### src/design/priority_wait_queue_assert.svh
// Assertion macros shared by the priority wait queue RTL.
// No dependencies; files include it by bare name.
`ifndef PRIORITY_WAIT_QUEUE_ASSERT_SVH
`define PRIORITY_WAIT_QUEUE_ASSERT_SVH

// expr holds at every edge out of reset
`define PWQ_ASSERT_HOLDS(label, clk, rst, expr, msg) \
   label: assert property (@(posedge clk) disable iff (rst) (expr)) else $error(msg);

// ante implies cons in the same cycle
`define PWQ_ASSERT_IMPLIES(label, clk, rst, ante, cons, msg) \
   label: assert property (@(posedge clk) disable iff (rst) (ante) |-> (cons)) \
      else $error(msg);

// ante implies cons in the next cycle
`define PWQ_ASSERT_NEXT(label, clk, rst, ante, cons, msg) \
   label: assert property (@(posedge clk) disable iff (rst) (ante) |=> (cons)) \
      else $error(msg);

`endif

### src/design/pwq_pkg.sv
`timescale 1ns / 1ps
// Shared types and codes for the priority wait queue.
// No dependencies.
package pwq_pkg;

   localparam int TASK_ID_W = 16;
   localparam int PRIO_W    = 8;
   localparam int OPCODE_W  = 2;
   localparam int STATUS_W  = 2;

   localparam logic [OPCODE_W-1:0] OP_INSERT = 2'd0;
   localparam logic [OPCODE_W-1:0] OP_REMOVE = 2'd1;
   localparam logic [OPCODE_W-1:0] OP_PEEK   = 2'd2;

   localparam logic [STATUS_W-1:0] ST_OK        = 2'd0;
   localparam logic [STATUS_W-1:0] ST_FULL      = 2'd1;
   localparam logic [STATUS_W-1:0] ST_NOT_FOUND = 2'd2;
   localparam logic [STATUS_W-1:0] ST_EMPTY     = 2'd3;

   typedef enum logic [2:0] {
      IDX_HOLD,
      IDX_CLR,
      IDX_LOAD_OCC,
      IDX_INC,
      IDX_DEC
   } idx_op_type;

   typedef enum logic [1:0] {
      RD_BELOW,
      RD_AT,
      RD_ABOVE
   } rd_off_type;

   typedef struct packed {
      logic                ld_req;
      idx_op_type          idx_op;
      logic                ram_rd;
      rd_off_type          rd_off;
      logic                ram_we;
      logic                wr_new;
      logic                occ_inc;
      logic                occ_dec;
      logic                res_ld;
      logic [STATUS_W-1:0] res_status;
      logic                res_head;
      logic                out_ld;
   } pwq_cmd_type;

   typedef struct packed {
      logic [OPCODE_W-1:0] op;
      logic                full;
      logic                empty;
      logic                idx_zero;
      logic                idx_at_occ;
      logic                idx_last;
      logic                prio_gt;
      logic                id_eq;
      logic                out_free;
   } pwq_sts_type;

endpackage

### src/design/priority_wait_queue.sv
`timescale 1ns / 1ps
// Top level of the priority wait queue: sorted task queue in one slot RAM.
// Depends on pwq_pkg, pwq_ctrl and pwq_dp.
//
//   channel | direction | handshake              | word
//   req     | in        | req_valid / req_stall  | opcode, task_id, priority_req
//   rsp     | out       | rsp_valid / rsp_stall  | status, head_task_id, head_valid
//
// Insert walks down from the tail, moving entries up a slot until the new entry lands.
// Remove searches from the head and, on a hit, shifts the entries above it down a slot.
// A remove miss searches every entry. Peek reads the head slot; full insert, empty peek
// or other opcode answer straight from dispatch. Reset clears occupancy; no RAM sweep.
// A result held by rsp_stall sits in the output register; the next word is taken and
// its result waits until that register frees.
module priority_wait_queue
   import pwq_pkg::*;
#(
   parameter int QUEUE_DEPTH = 16,
   parameter int ID_WIDTH    = 16
) (
   input  logic                 clock,
   input  logic                 reset,
   input  logic                 req_valid,
   output logic                 req_stall,
   input  logic [OPCODE_W-1:0]  req_opcode,
   input  logic [TASK_ID_W-1:0] req_task_id,
   input  logic [PRIO_W-1:0]    req_priority_req,
   output logic                 rsp_valid,
   input  logic                 rsp_stall,
   output logic [STATUS_W-1:0]  rsp_status,
   output logic [TASK_ID_W-1:0] rsp_head_task_id,
   output logic                 rsp_head_valid
);

   pwq_cmd_type cmd;
   pwq_sts_type sts;

   pwq_ctrl u_ctrl (
      .clock     (clock),
      .reset     (reset),
      .req_valid (req_valid),
      .req_stall (req_stall),
      .sts       (sts),
      .cmd       (cmd)
   );

   pwq_dp #(
      .QUEUE_DEPTH (QUEUE_DEPTH),
      .ID_WIDTH    (ID_WIDTH)
   ) u_dp (
      .clock            (clock),
      .reset            (reset),
      .req_opcode       (req_opcode),
      .req_task_id      (req_task_id),
      .req_priority_req (req_priority_req),
      .rsp_valid        (rsp_valid),
      .rsp_stall        (rsp_stall),
      .rsp_status       (rsp_status),
      .rsp_head_task_id (rsp_head_task_id),
      .rsp_head_valid   (rsp_head_valid),
      .cmd              (cmd),
      .sts              (sts)
   );

endmodule

### src/design/pwq_ram.sv
`timescale 1ns / 1ps
// Generic single-write, single-read RAM with registered read data.
// No dependencies.
module pwq_ram #(
   parameter int WIDTH = 24,
   parameter int DEPTH = 16
) (
   input  logic                     clock,
   input  logic                     wr_en,
   input  logic [$clog2(DEPTH)-1:0] wr_addr,
   input  logic [WIDTH-1:0]         wr_data,
   input  logic                     rd_en,
   input  logic [$clog2(DEPTH)-1:0] rd_addr,
   output logic [WIDTH-1:0]         rd_data
);

   logic [WIDTH-1:0] mem_ff [DEPTH];
   logic [WIDTH-1:0] rd_data_ff;

   always_ff @(posedge clock) begin
      if (wr_en) begin
         mem_ff[wr_addr] <= wr_data;
      end
      if (rd_en) begin
         rd_data_ff <= mem_ff[rd_addr];
      end
   end

   assign rd_data = rd_data_ff;

endmodule

### src/design/pwq_ctrl.sv
`timescale 1ns / 1ps
// Sequencer for the priority wait queue: walks slots for insert and remove, reads the head for peek.
// Depends on pwq_pkg and priority_wait_queue_assert.svh.
`include "priority_wait_queue_assert.svh"
module pwq_ctrl
   import pwq_pkg::*;
(
   input  logic        clock,
   input  logic        reset,
   input  logic        req_valid,
   output logic        req_stall,
   input  pwq_sts_type sts,
   output pwq_cmd_type cmd
);

   localparam logic [3:0] S_IDLE      = 4'd0;
   localparam logic [3:0] S_DISPATCH  = 4'd1;
   localparam logic [3:0] S_INS_CHK   = 4'd2;
   localparam logic [3:0] S_INS_CMP   = 4'd3;
   localparam logic [3:0] S_REM_CHK   = 4'd4;
   localparam logic [3:0] S_REM_CMP   = 4'd5;
   localparam logic [3:0] S_SH_CHK    = 4'd6;
   localparam logic [3:0] S_SH_WR     = 4'd7;
   localparam logic [3:0] S_PEEK_RD   = 4'd8;
   localparam logic [3:0] S_PEEK_WAIT = 4'd9;
   localparam logic [3:0] S_RESP      = 4'd10;

   logic [3:0] state_ff;
   logic [3:0] state_in;

   assign req_stall = (state_ff != S_IDLE);

   always_comb begin
      state_in   = state_ff;
      cmd        = '0;
      cmd.idx_op = IDX_HOLD;
      cmd.rd_off = RD_AT;
      case (state_ff)
         S_IDLE: begin
            if (req_valid) begin
               cmd.ld_req = 1'b1;
               state_in   = S_DISPATCH;
            end
         end
         S_DISPATCH: begin
            case (sts.op)
               OP_INSERT: begin
                  if (sts.full) begin
                     cmd.res_ld     = 1'b1;
                     cmd.res_status = ST_FULL;
                     state_in       = S_RESP;
                  end else begin
                     cmd.idx_op = IDX_LOAD_OCC;
                     state_in   = S_INS_CHK;
                  end
               end
               OP_REMOVE: begin
                  cmd.idx_op = IDX_CLR;
                  state_in   = S_REM_CHK;
               end
               OP_PEEK: begin
                  if (sts.empty) begin
                     cmd.res_ld     = 1'b1;
                     cmd.res_status = ST_EMPTY;
                     state_in       = S_RESP;
                  end else begin
                     cmd.idx_op = IDX_CLR;
                     state_in   = S_PEEK_RD;
                  end
               end
               default: begin
                  cmd.res_ld     = 1'b1;
                  cmd.res_status = ST_OK;
                  state_in       = S_RESP;
               end
            endcase
         end
         S_INS_CHK: begin
            if (sts.idx_zero) begin
               cmd.ram_we     = 1'b1;
               cmd.wr_new     = 1'b1;
               cmd.occ_inc    = 1'b1;
               cmd.res_ld     = 1'b1;
               cmd.res_status = ST_OK;
               state_in       = S_RESP;
            end else begin
               cmd.ram_rd = 1'b1;
               cmd.rd_off = RD_BELOW;
               state_in   = S_INS_CMP;
            end
         end
         S_INS_CMP: begin
            cmd.ram_we = 1'b1;
            if (sts.prio_gt) begin
               cmd.idx_op = IDX_DEC;
               state_in   = S_INS_CHK;
            end else begin
               cmd.wr_new     = 1'b1;
               cmd.occ_inc    = 1'b1;
               cmd.res_ld     = 1'b1;
               cmd.res_status = ST_OK;
               state_in       = S_RESP;
            end
         end
         S_REM_CHK: begin
            if (sts.idx_at_occ) begin
               cmd.res_ld     = 1'b1;
               cmd.res_status = ST_NOT_FOUND;
               state_in       = S_RESP;
            end else begin
               cmd.ram_rd = 1'b1;
               state_in   = S_REM_CMP;
            end
         end
         S_REM_CMP: begin
            if (sts.id_eq) begin
               state_in = S_SH_CHK;
            end else begin
               cmd.idx_op = IDX_INC;
               state_in   = S_REM_CHK;
            end
         end
         S_SH_CHK: begin
            if (sts.idx_last) begin
               cmd.occ_dec    = 1'b1;
               cmd.res_ld     = 1'b1;
               cmd.res_status = ST_OK;
               state_in       = S_RESP;
            end else begin
               cmd.ram_rd = 1'b1;
               cmd.rd_off = RD_ABOVE;
               state_in   = S_SH_WR;
            end
         end
         S_SH_WR: begin
            cmd.ram_we = 1'b1;
            cmd.idx_op = IDX_INC;
            state_in   = S_SH_CHK;
         end
         S_PEEK_RD: begin
            cmd.ram_rd = 1'b1;
            state_in   = S_PEEK_WAIT;
         end
         S_PEEK_WAIT: begin
            cmd.res_ld     = 1'b1;
            cmd.res_status = ST_OK;
            cmd.res_head   = 1'b1;
            state_in       = S_RESP;
         end
         S_RESP: begin
            if (sts.out_free) begin
               cmd.out_ld = 1'b1;
               state_in   = S_IDLE;
            end
         end
         default: begin
            state_in = S_IDLE;
         end
      endcase
   end

   always_ff @(posedge clock) begin
      if (reset) begin
         state_ff <= S_IDLE;
      end else begin
         state_ff <= state_in;
      end
   end

   `PWQ_ASSERT_HOLDS(a_occ_one_way, clock, reset, !(cmd.occ_inc && cmd.occ_dec), "occupancy up and down at once")
   `PWQ_ASSERT_IMPLIES(a_we_busy, clock, reset, cmd.ram_we, state_ff != S_IDLE, "slot write while idle")
   `PWQ_ASSERT_NEXT(a_accept_dispatch, clock, reset, req_valid && !req_stall, state_ff == S_DISPATCH, "accepted word not dispatched")

endmodule

### src/design/pwq_dp.sv
`timescale 1ns / 1ps
// Datapath for the priority wait queue: request latch, slot RAM, index, occupancy, result.
// Depends on pwq_pkg, pwq_ram and priority_wait_queue_assert.svh.
`include "priority_wait_queue_assert.svh"
module pwq_dp
   import pwq_pkg::*;
#(
   parameter int QUEUE_DEPTH = 16,
   parameter int ID_WIDTH    = 16
) (
   input  logic                 clock,
   input  logic                 reset,
   input  logic [OPCODE_W-1:0]  req_opcode,
   input  logic [TASK_ID_W-1:0] req_task_id,
   input  logic [PRIO_W-1:0]    req_priority_req,
   output logic                 rsp_valid,
   input  logic                 rsp_stall,
   output logic [STATUS_W-1:0]  rsp_status,
   output logic [TASK_ID_W-1:0] rsp_head_task_id,
   output logic                 rsp_head_valid,
   input  pwq_cmd_type          cmd,
   output pwq_sts_type          sts
);

   localparam int AW = $clog2(QUEUE_DEPTH);
   localparam int CW = $clog2(QUEUE_DEPTH + 1);
   localparam int DW = ID_WIDTH + PRIO_W;

   logic [OPCODE_W-1:0]  req_op_ff;
   logic [ID_WIDTH-1:0]  req_id_ff;
   logic [PRIO_W-1:0]    req_prio_ff;
   logic [CW-1:0]        occ_ff, occ_in;
   logic [CW-1:0]        idx_ff, idx_in;
   logic [STATUS_W-1:0]  res_status_ff;
   logic [ID_WIDTH-1:0]  res_head_ff;
   logic                 res_head_valid_ff;
   logic                 rsp_valid_ff, rsp_valid_in;
   logic [STATUS_W-1:0]  rsp_status_ff;
   logic [TASK_ID_W-1:0] rsp_head_ff;
   logic                 rsp_head_valid_ff;

   logic [CW-1:0]        rd_idx;
   logic [DW-1:0]        rd_data;
   logic [DW-1:0]        wr_data;
   logic [ID_WIDTH-1:0]  rd_id;
   logic [PRIO_W-1:0]    rd_prio;

   assign rd_id   = rd_data[DW-1:PRIO_W];
   assign rd_prio = rd_data[PRIO_W-1:0];
   assign wr_data = cmd.wr_new ? {req_id_ff, req_prio_ff} : rd_data;

   always_comb begin
      case (cmd.rd_off)
         RD_BELOW: rd_idx = idx_ff - CW'(1);
         RD_AT:    rd_idx = idx_ff;
         RD_ABOVE: rd_idx = idx_ff + CW'(1);
         default:  rd_idx = idx_ff;
      endcase
   end

   pwq_ram #(
      .WIDTH (DW),
      .DEPTH (QUEUE_DEPTH)
   ) u_slots (
      .clock   (clock),
      .wr_en   (cmd.ram_we),
      .wr_addr (idx_ff[AW-1:0]),
      .wr_data (wr_data),
      .rd_en   (cmd.ram_rd),
      .rd_addr (rd_idx[AW-1:0]),
      .rd_data (rd_data)
   );

   always_comb begin
      case (cmd.idx_op)
         IDX_HOLD:     idx_in = idx_ff;
         IDX_CLR:      idx_in = '0;
         IDX_LOAD_OCC: idx_in = occ_ff;
         IDX_INC:      idx_in = idx_ff + CW'(1);
         IDX_DEC:      idx_in = idx_ff - CW'(1);
         default:      idx_in = idx_ff;
      endcase
   end

   always_comb begin
      occ_in = occ_ff;
      if (cmd.occ_inc) begin
         occ_in = occ_ff + CW'(1);
      end else if (cmd.occ_dec) begin
         occ_in = occ_ff - CW'(1);
      end
   end

   always_comb begin
      rsp_valid_in = rsp_valid_ff && rsp_stall;
      if (cmd.out_ld) begin
         rsp_valid_in = 1'b1;
      end
   end

   always_ff @(posedge clock) begin
      if (reset) begin
         occ_ff       <= '0;
         rsp_valid_ff <= 1'b0;
      end else begin
         occ_ff       <= occ_in;
         rsp_valid_ff <= rsp_valid_in;
      end
   end

   always_ff @(posedge clock) begin
      idx_ff <= idx_in;
      if (cmd.ld_req) begin
         req_op_ff   <= req_opcode;
         req_id_ff   <= ID_WIDTH'(req_task_id);
         req_prio_ff <= req_priority_req;
      end
      if (cmd.res_ld) begin
         res_status_ff     <= cmd.res_status;
         res_head_ff       <= cmd.res_head ? rd_id : '0;
         res_head_valid_ff <= cmd.res_head;
      end
      if (cmd.out_ld) begin
         rsp_status_ff     <= res_status_ff;
         rsp_head_ff       <= TASK_ID_W'(res_head_ff);
         rsp_head_valid_ff <= res_head_valid_ff;
      end
   end

   assign sts.op         = req_op_ff;
   assign sts.full       = (occ_ff == CW'(QUEUE_DEPTH));
   assign sts.empty      = (occ_ff == '0);
   assign sts.idx_zero   = (idx_ff == '0);
   assign sts.idx_at_occ = (idx_ff == occ_ff);
   assign sts.idx_last   = ((idx_ff + CW'(1)) == occ_ff);
   assign sts.prio_gt    = (rd_prio > req_prio_ff);
   assign sts.id_eq      = (rd_id == req_id_ff);
   assign sts.out_free   = !rsp_valid_ff || !rsp_stall;

   assign rsp_valid        = rsp_valid_ff;
   assign rsp_status       = rsp_status_ff;
   assign rsp_head_task_id = rsp_head_ff;
   assign rsp_head_valid   = rsp_head_valid_ff;

   `PWQ_ASSERT_HOLDS(a_occ_range, clock, reset, occ_ff <= CW'(QUEUE_DEPTH), "occupancy above depth")
   `PWQ_ASSERT_IMPLIES(a_ins_room, clock, reset, cmd.occ_inc, !sts.full, "insert into full queue")
   `PWQ_ASSERT_NEXT(a_out_loaded, clock, reset, cmd.out_ld, rsp_valid_ff, "result word lost")

endmodule
### config.mk
export PLATFORM = sky130hd
export DESIGN_NAME = priority_wait_queue
export DESIGN_NICKNAME = d
export VERILOG_FILES = /design/src/design/pwq_pkg.sv /design/src/design/priority_wait_queue.sv /design/src/design/pwq_ram.sv /design/src/design/pwq_ctrl.sv /design/src/design/pwq_dp.sv
export VERILOG_INCLUDE_DIRS = /design/src /design/src/design
export SDC_FILE = /design/constraint.sdc
export NUM_CORES = 1
export LEC_CHECK = 0
export BUFFER_PORTS_ARGS = -buffer_cell sky130_fd_sc_hd__buf_2
export CORE_MARGIN = 1.5
export CORE_UTILIZATION = 55
export DETAILED_ROUTE_END_ITERATION = 10
export GPL_TIMING_DRIVEN = 0
export HOLD_SLACK_MARGIN = 0.15
export PLACE_DENSITY_LB_ADDON = 0.08
export SLEW_MARGIN = 25
export SYNTH_ARGS = -nofsm -noshare
export SYNTH_HDL_FRONTEND = slang
export SYNTH_SLANG_ARGS = --single-unit
### constraint.sdc
create_clock -name clock -period 9.9 [get_ports clock]
set_clock_uncertainty 0.2 [all_clocks]
set_input_delay 0.99 -clock clock [delete_from_list [all_inputs] [get_ports clock]]
set_output_delay 0.99 -clock clock [all_outputs]
set_load 0.02 [all_outputs]
---- Yosys cells after proc, flatten, opt, wreduce, memory -nomap -nowiden ----
Memory sizes are Yosys's and may differ from the RTL's. A register that Yosys moved wholly into a read port is not among the register bits.
Cells that the tools add are included.
word-level totals
  logic and storage cells ................. 104
  memories ................................ 1
  output and inout bits ................... 21
  flip-flop bits (word level) ............. 79
  bits in writable memories ............... 384
memories
  memory               depth  width  rd ports  clocked after memory_dff  wr ports  line           source
  u_dp.u_slots.mem_ff  16     24     1         1                         1         pwq_ram.sv:17  logic [WIDTH-1:0] mem_ff [DEPTH];
cells by class
  muxes and demuxes ....................... 48
  equal/unequal tests ..................... 23
  order comparisons ....................... 1
  add/sub/neg operators ................... 4
  reductions and logical operators ........ 14
operator list
  operator                                             number
  case mux 4 bit (11 select lines)                     1
  2-to-1 mux 4 bit                                     8
  2-to-1 mux 3 bit                                     9
  2-to-1 mux 24 bit                                    1
  case mux 5 bit (4 select lines)                      1
  case mux 3 bit (3 select lines)                      2
  case mux 3 bit (6 select lines)                      1
  equality test 16 bit                                 1
  equality test 4 x 3 -> 1 bit, second input constant  4
  equality test 4 bit, second input constant           3
  case mux 3 bit (4 select lines)                      1
  case mux 4 bit (3 select lines)                      1
  2-to-1 mux 1 bit                                     11
  adder 5 x 1 -> 5 bit, second input constant          2
  equality test 5 bit                                  2
  logical NOT 5 bit                                    2
  2-to-1 mux 2 bit                                     5
  2-to-1 mux 5 bit                                     2
  subtractor 5 x 1 -> 5 bit, second input constant     2
  equality test 4 x 2 -> 1 bit, second input constant  2
  greater-than comparator 8 bit                        1
  case mux 2 bit (2 select lines)                      2
  case mux 4 bit (2 select lines)                      1
  nonzero test 4 bit                                   2
  18 further kinds                                     23

---- Depth between registers and ports, before layout ----
  word-level depth ........................ 6
  gate-level depth with buffers ........... 18

---- By module ----
A second synthesis with hierarchy kept.
unflattened totals
  cells, all modules ...................... 991
  area total of the unflattened synthesis .. 19419.9 sq um
modules (own cells, without submodules)
  module    seq. area each (sq um)  area an instance (sq um)  cells an instance  instances
  pwq_ram   12251.8                 15170.8                   636                1
  pwq_dp    2192.1                  3663.5                    275                1
  pwq_ctrl  80.1                    585.6                     80                 1

---- Least setup slack after synthesis ----
No wires, ideal clock.
  kind .................................... register -> register
  start ................................... reg u_dp.idx_ff[0]
  end ..................................... mem u_dp.u_slots.mem_ff[0][0] (enable)
  setup slack ............................. 5.919 ns
  path buffers ............................ 1
  arrival time ............................ 3.346 ns
  cell stages (with the launch flop) ...... 9
  path through ............................ edfxtp_1 > clkbuf_2 > inv_1 > ha_1 > or4b_4 > nor2_1 > o21a_1 > nand2_1 > nor3_1
on the way
  longest elaborated chain between the ends .. 5
RTL lines
  what                                    line            source
  start: declaration                      pwq_dp.sv:33    logic [CW-1:0] idx_ff, idx_in;
  start signal: assignment                pwq_dp.sv:112   idx_ff <= idx_in;
  logical NOT 5 bit                       pwq_dp.sv:133   assign sts.idx_zero = (idx_ff == '0);
  2-to-1 mux 3 bit                        pwq_ctrl.sv:79  if (sts.idx_zero) begin
  case mux 1 bit (2 select lines)         pwq_ctrl.sv:38  case (state_ff)
  2-to-1 mux 1 bit                        pwq_ram.sv:21   if (wr_en) begin
  2-to-1 mux 1 bit (implied by the code)  pwq_ram.sv:22   mem_ff[wr_addr] <= wr_data;
  end: declaration                        pwq_ram.sv:17
Several ways; a longest one is shown, not always the timed one.

---- Worst setup path in the final report ----
  start ................................... reg u_dp.u_slots.rd_data_ff[1], in the netlist u_dp.u_slots.rd_data[1] (read register of u_dp.u_slots.mem_ff)
  end ..................................... reg u_dp.occ_ff[4]
on the way
  longest elaborated chain between the ends .. 4
RTL lines
  what                                                    line            source
  start: declaration                                      pwq_ram.sv:18   logic [WIDTH-1:0] rd_data_ff;
  greater-than comparator 8 bit *                         pwq_dp.sv:136   assign sts.prio_gt = (rd_prio > req_prio_ff);
  2-to-1 mux 2 bit *                                      pwq_ctrl.sv:94  if (sts.prio_gt) begin
  case mux 2 bit (2 select lines) *                       pwq_ctrl.sv:38
  2-to-1 mux 5 bit or nonzero test 2 bit (tied branches)  n/a
  end signal: assignment                                  pwq_dp.sv:106   occ_ff <= occ_in;
  end: declaration                                        pwq_dp.sv:32    logic [CW-1:0] occ_ff, occ_in;
Every way passes the cells marked *; elsewhere a longest branch is shown, timed or not.
A chain may end at the register's enable or synchronous reset.

==> results summary <==
The run finished with clean final reports. No sink is reached through more buffers than the 3 on the longest clock path. The count of state elements after synthesis came out at 487. Yosys mapped the design onto 62 distinct sky130hd cell types. The synthesis warning total is 0.

The share of the cycle needed by the critical path after routing is 0.477. Data on the critical path is required at its endpoint by 10.12 ns. The transition at the pin with the smallest max-transition slack is 1.01 ns. Across every metal layer, demand over resource in global routing totals 0.262. Data arrives at the worst endpoint at 4.94 ns. The number of hold violations in the final report is 0. For this run, the detailed router's first-pass iteration total came to 4.

The area fraction in compound gates after synthesis came out at 0.0514. After synthesis, the largest family of logic cells by area is multiplexers. The global-route wire length before repair came out at 68000 um. The number of diodes added for antenna fixing is 0.

The total of max-cap violations is 0. For this design the top-level I/O count stands at 51. The area of all sequential standard cells came out at 0.0145 mm2. The worst hold path belongs to the class reg -> reg. The top cell types in the final layout, fill and taps aside, are edfxtp_1 (477), mux2i_1 (195), o22ai_1 (97). Clock latency on the worst-skew pair, taken at its later pin, is 0.58 ns. The number of inserted filler cells in the final layout is 2468. The XOR/XNOR share of the synthesized area is 0.0159. The synthesized-area fraction occupied by and/or/nand/nor cells is 0.0479.

The tightest slew margin relative to the limit came out at 0.326. The slack of the worst reg-to-reg path is 5.18 ns. The mean cell area of the mapped netlist is 17.1 um2. The congestion estimate from routability-driven global placement came to 0.872. Setup violations remaining at the end of the flow were counted as 0. The total power density per cell area came out at 278 mW/mm2. After the last flow step, the layout net total stands at 1332. The number of nets still failing antenna checks after routing came out at 0. Timing would allow up to 0.212 GHz. The post-route non-filler standard cell count came out at 1783. The number of max-slew violations in the final report came out at 0. The most instantiated flip-flop cell in the synthesis netlist is edfxtp_1.

The tree is rooted in a clkbuf_16. The global-route congestion overflow total is 0. The critical path startpoint category is a register. The summed negative setup slack over all endpoints is 0 ns. The endpoint identified for the worst register-to-register timing path is u_dp.occ_ff[4]$_SDFFE_PP0P_.

The arithmetic-cell share of the synthesized area counting full adders, half adders and majority gates came out at 0.0112. The path with the worst hold slack has its endpoint at u_dp.rsp_head_task_id[11]$_DFFE_PP_. The fraction of layout cells with a size suffix above 1 is 0.195. The maximum fanout count along the critical path is 12.

Counting instances, the worst hold path has a depth of 0. When the netlist entered floorplanning its net count stood at 1197. The initial utilization of the core area, before any placement, comes to 0.556. The area of the core came out at 0.0353 mm2. The portion of the post-synthesis area used by sequential elements came out at 0.740.

By area the synthesized netlist is led by edfxtp_1 (73%), mux2i_1 (9.9%), o22ai_1 (3.1%), mux2_2 (1.5%), or4_1 (1.0%). In this run the critical register-to-register path is launched from u_dp.u_slots.rd_data[1]$_DFFE_PP_. The number of buffers inserted for hold repair after clock tree synthesis is 0. In the synthesized netlist the async set-or-reset flop fraction comes to 0. The share of the synthesized area in the top cell type is 0.730. The portion of synthesized area spent on multiplexers is 0.114. The clock sink total came out at 487. The violation count after the first detailed-route iteration came out at 990. The area growth from synthesis to layout is 15.4%. The number of placement rows came out at 69. The total vias in the final route came out at 10753. The area of the multi-input gates is 0.00485 mm2. Using the TritonRoute via totals, the vias-per-cell ratio works out to 6.03.

The mapped cell area came out at 0.0196 mm2. The initial antenna violation count is 2. The post-CTS setup buffer count came out at 0. The clock-pin transition on the worst setup and hold timing paths came out at 0.06 ns. Yosys mapped a number of flops with a built-in enable equal to 477.

The cell count after synthesis came out at 1150. The cell count after placement came out at 1695. The end-of-flow core utilization came out at 0.641. Measured along the x axis, the die boundary spans 192 um. The post-CTS resize count is 0. The leakage dissipation is 8.12 nW.

The category of the critical setup timing path is reg -> reg. The startpoint of the worst hold path is u_dp.res_head_ff[11]$_SDFFCE_PN0P_. The average wire per cell in the routed design is 26.1 um.

The largest total area in the synthesized netlist belongs to edfxtp_1. The total detailed-routing wirelength is 46600 um. Setup repair after global routing left no endpoint under its margin.

The die span in y came out at 192 um. The minimum clock period came out at 4.72 ns. The HPWL reported at the end of detailed placement is 30600 um.

STA classifies the critical path endpoint as a register. The library cell used most frequently in the layout, excluding fill and tap cells, is edfxtp_1. The H-tree depth is 2.

The post-detailed-route DRC marker count came out at 0. The die footprint is 0.0368 mm2. The largest net degree at the start of global routing is 20.

The depth of the worst register-to-register path came out at 17. TritonCTS created 49 clock buffers. The number of port buffers came out at 50. TritonCTS built the clock tree.

The via count of the first global-routing pass is 10643. The highest ir drop seen on vdd is 0.199 mV.
==> flip-flops by register name, indices dropped and copies added (netlist names) <==
signal and flops:
u_dp.req_id_ff 16, u_dp.req_op_ff 2, u_dp.u_slots.rd_data 24, u_dp.u_slots.mem_ff 384, u_dp.occ_ff 5, u_dp.res_status_ff 2, u_dp.req_prio_ff 8, u_dp.res_head_valid_ff 1
u_dp.rsp_valid 1, u_dp.rsp_status 2, u_ctrl.state_ff 4, u_dp.res_head_ff 16, u_dp.rsp_head_task_id 16, u_dp.idx_ff 5, u_dp.rsp_head_valid 1
==> kinds of logic after synthesis <==
kind of cell,Yosys count
xor+xnor,33
mux,221
flops,487
simple gates,163
fa+ha+maj,17
compound gates,152
buf+inv,77
==> power breakdown <==
part	internal [mW]	switching, mW
combinational	0.563	1.08
sequential	2.71	0.106
clock	1.08	0.753
==> synth_stat cells, types with 6 or more instances <==
library cell and n:
edfxtp_1 477, mux2i_1 195, o22ai_1 97, buf_2 32, nor2_1 32, nand2_1 27, or4_1 27, mux2_2 26
xor2_1 21, inv_1 20, and2_1 18, ha_1 16, a21oi_1 14, clkbuf_1 12, dfxtp_1 10, nand3_1 9
xnor2_1 9, nor2b_1 8, o21ai_0 8, buf_4 7, and3_1 6, nor3_1 6
==> worst max-delay path by stage <==
stage                                 startpoint                                  end  slack, ns  cells past startpoint
2_1_floorplan           u_dp.idx_ff[0]$_DFFE_PP_  u_dp.u_slots.mem_ff[0][0]$_DFFE_PP_       5.92                      8
3_3_place_gp            u_dp.idx_ff[0]$_DFFE_PP_  u_dp.u_slots.mem_ff[2][7]$_DFFE_PP_       3.69                      8
3_5_place_dp   u_dp.u_slots.rd_data[7]$_DFFE_PP_          u_dp.occ_ff[4]$_SDFFE_PP0P_       5.24                     15
4_1_cts        u_dp.u_slots.rd_data[1]$_DFFE_PP_          u_dp.occ_ff[4]$_SDFFE_PP0P_       5.22                     17
5_1_grt        u_dp.u_slots.rd_data[1]$_DFFE_PP_          u_dp.occ_ff[4]$_SDFFE_PP0P_       4.92                     17
6_report       u_dp.u_slots.rd_data[1]$_DFFE_PP_          u_dp.occ_ff[4]$_SDFFE_PP0P_       5.18                     17
==> critical path, stage by stage, from the launching register on <==
cell and delay, ns:
edfxtp_1 0.39, ha_1 0.30, nor2b_1 0.13, o21a_1 0.12
o21a_1 0.11, o21bai_1 0.06, a21oi_1 0.42, mux2i_1 0.23
nand2_1 0.45, clkbuf_1 0.81, inv_1 0.13, fa_1 0.45
inv_1 0.07, a21o_1 0.11, a21oi_1 0.11, nor4b_1 0.17
a31oi_1 0.18, o211ai_1 0.11
==> through the flow <==
step	hold slack [ns]	power, mW	setup slack (ns)	area [um2]
floorplan	0.200	3.88	5.92	19600
global placement	0.202	4.41	3.69	20500
detailed placement	0.205	4.48	5.24	21100
CTS	0.218	6.30	5.22	22600
global route	0.225	6.51	4.92	22700
finish	0.219	6.29	5.18	22700
==> cell type report <==
class,instances,area share
Sequential cell,487,0.641
Tap cell,461,0.0255
Clock buffer,59,0.0567
Inverter,20,0.00331
Multi-Input combinational cell,586,0.214
Clock inverter,29,0.0129
Timing Repair Buffer,84,0.0326
Buffer,57,0.0135
==> per-layer routing <==
metal,track usage,part of all wire,vias up
met1,0.365,0.43,5405
met3,0.0603,0.082,86
li1,-,-,4822
met2,0.412,0.46,438
met5,0,0.00041,-
met4,0.0826,0.027,2
No activity file was read; power rests on OpenSTA's default activity.
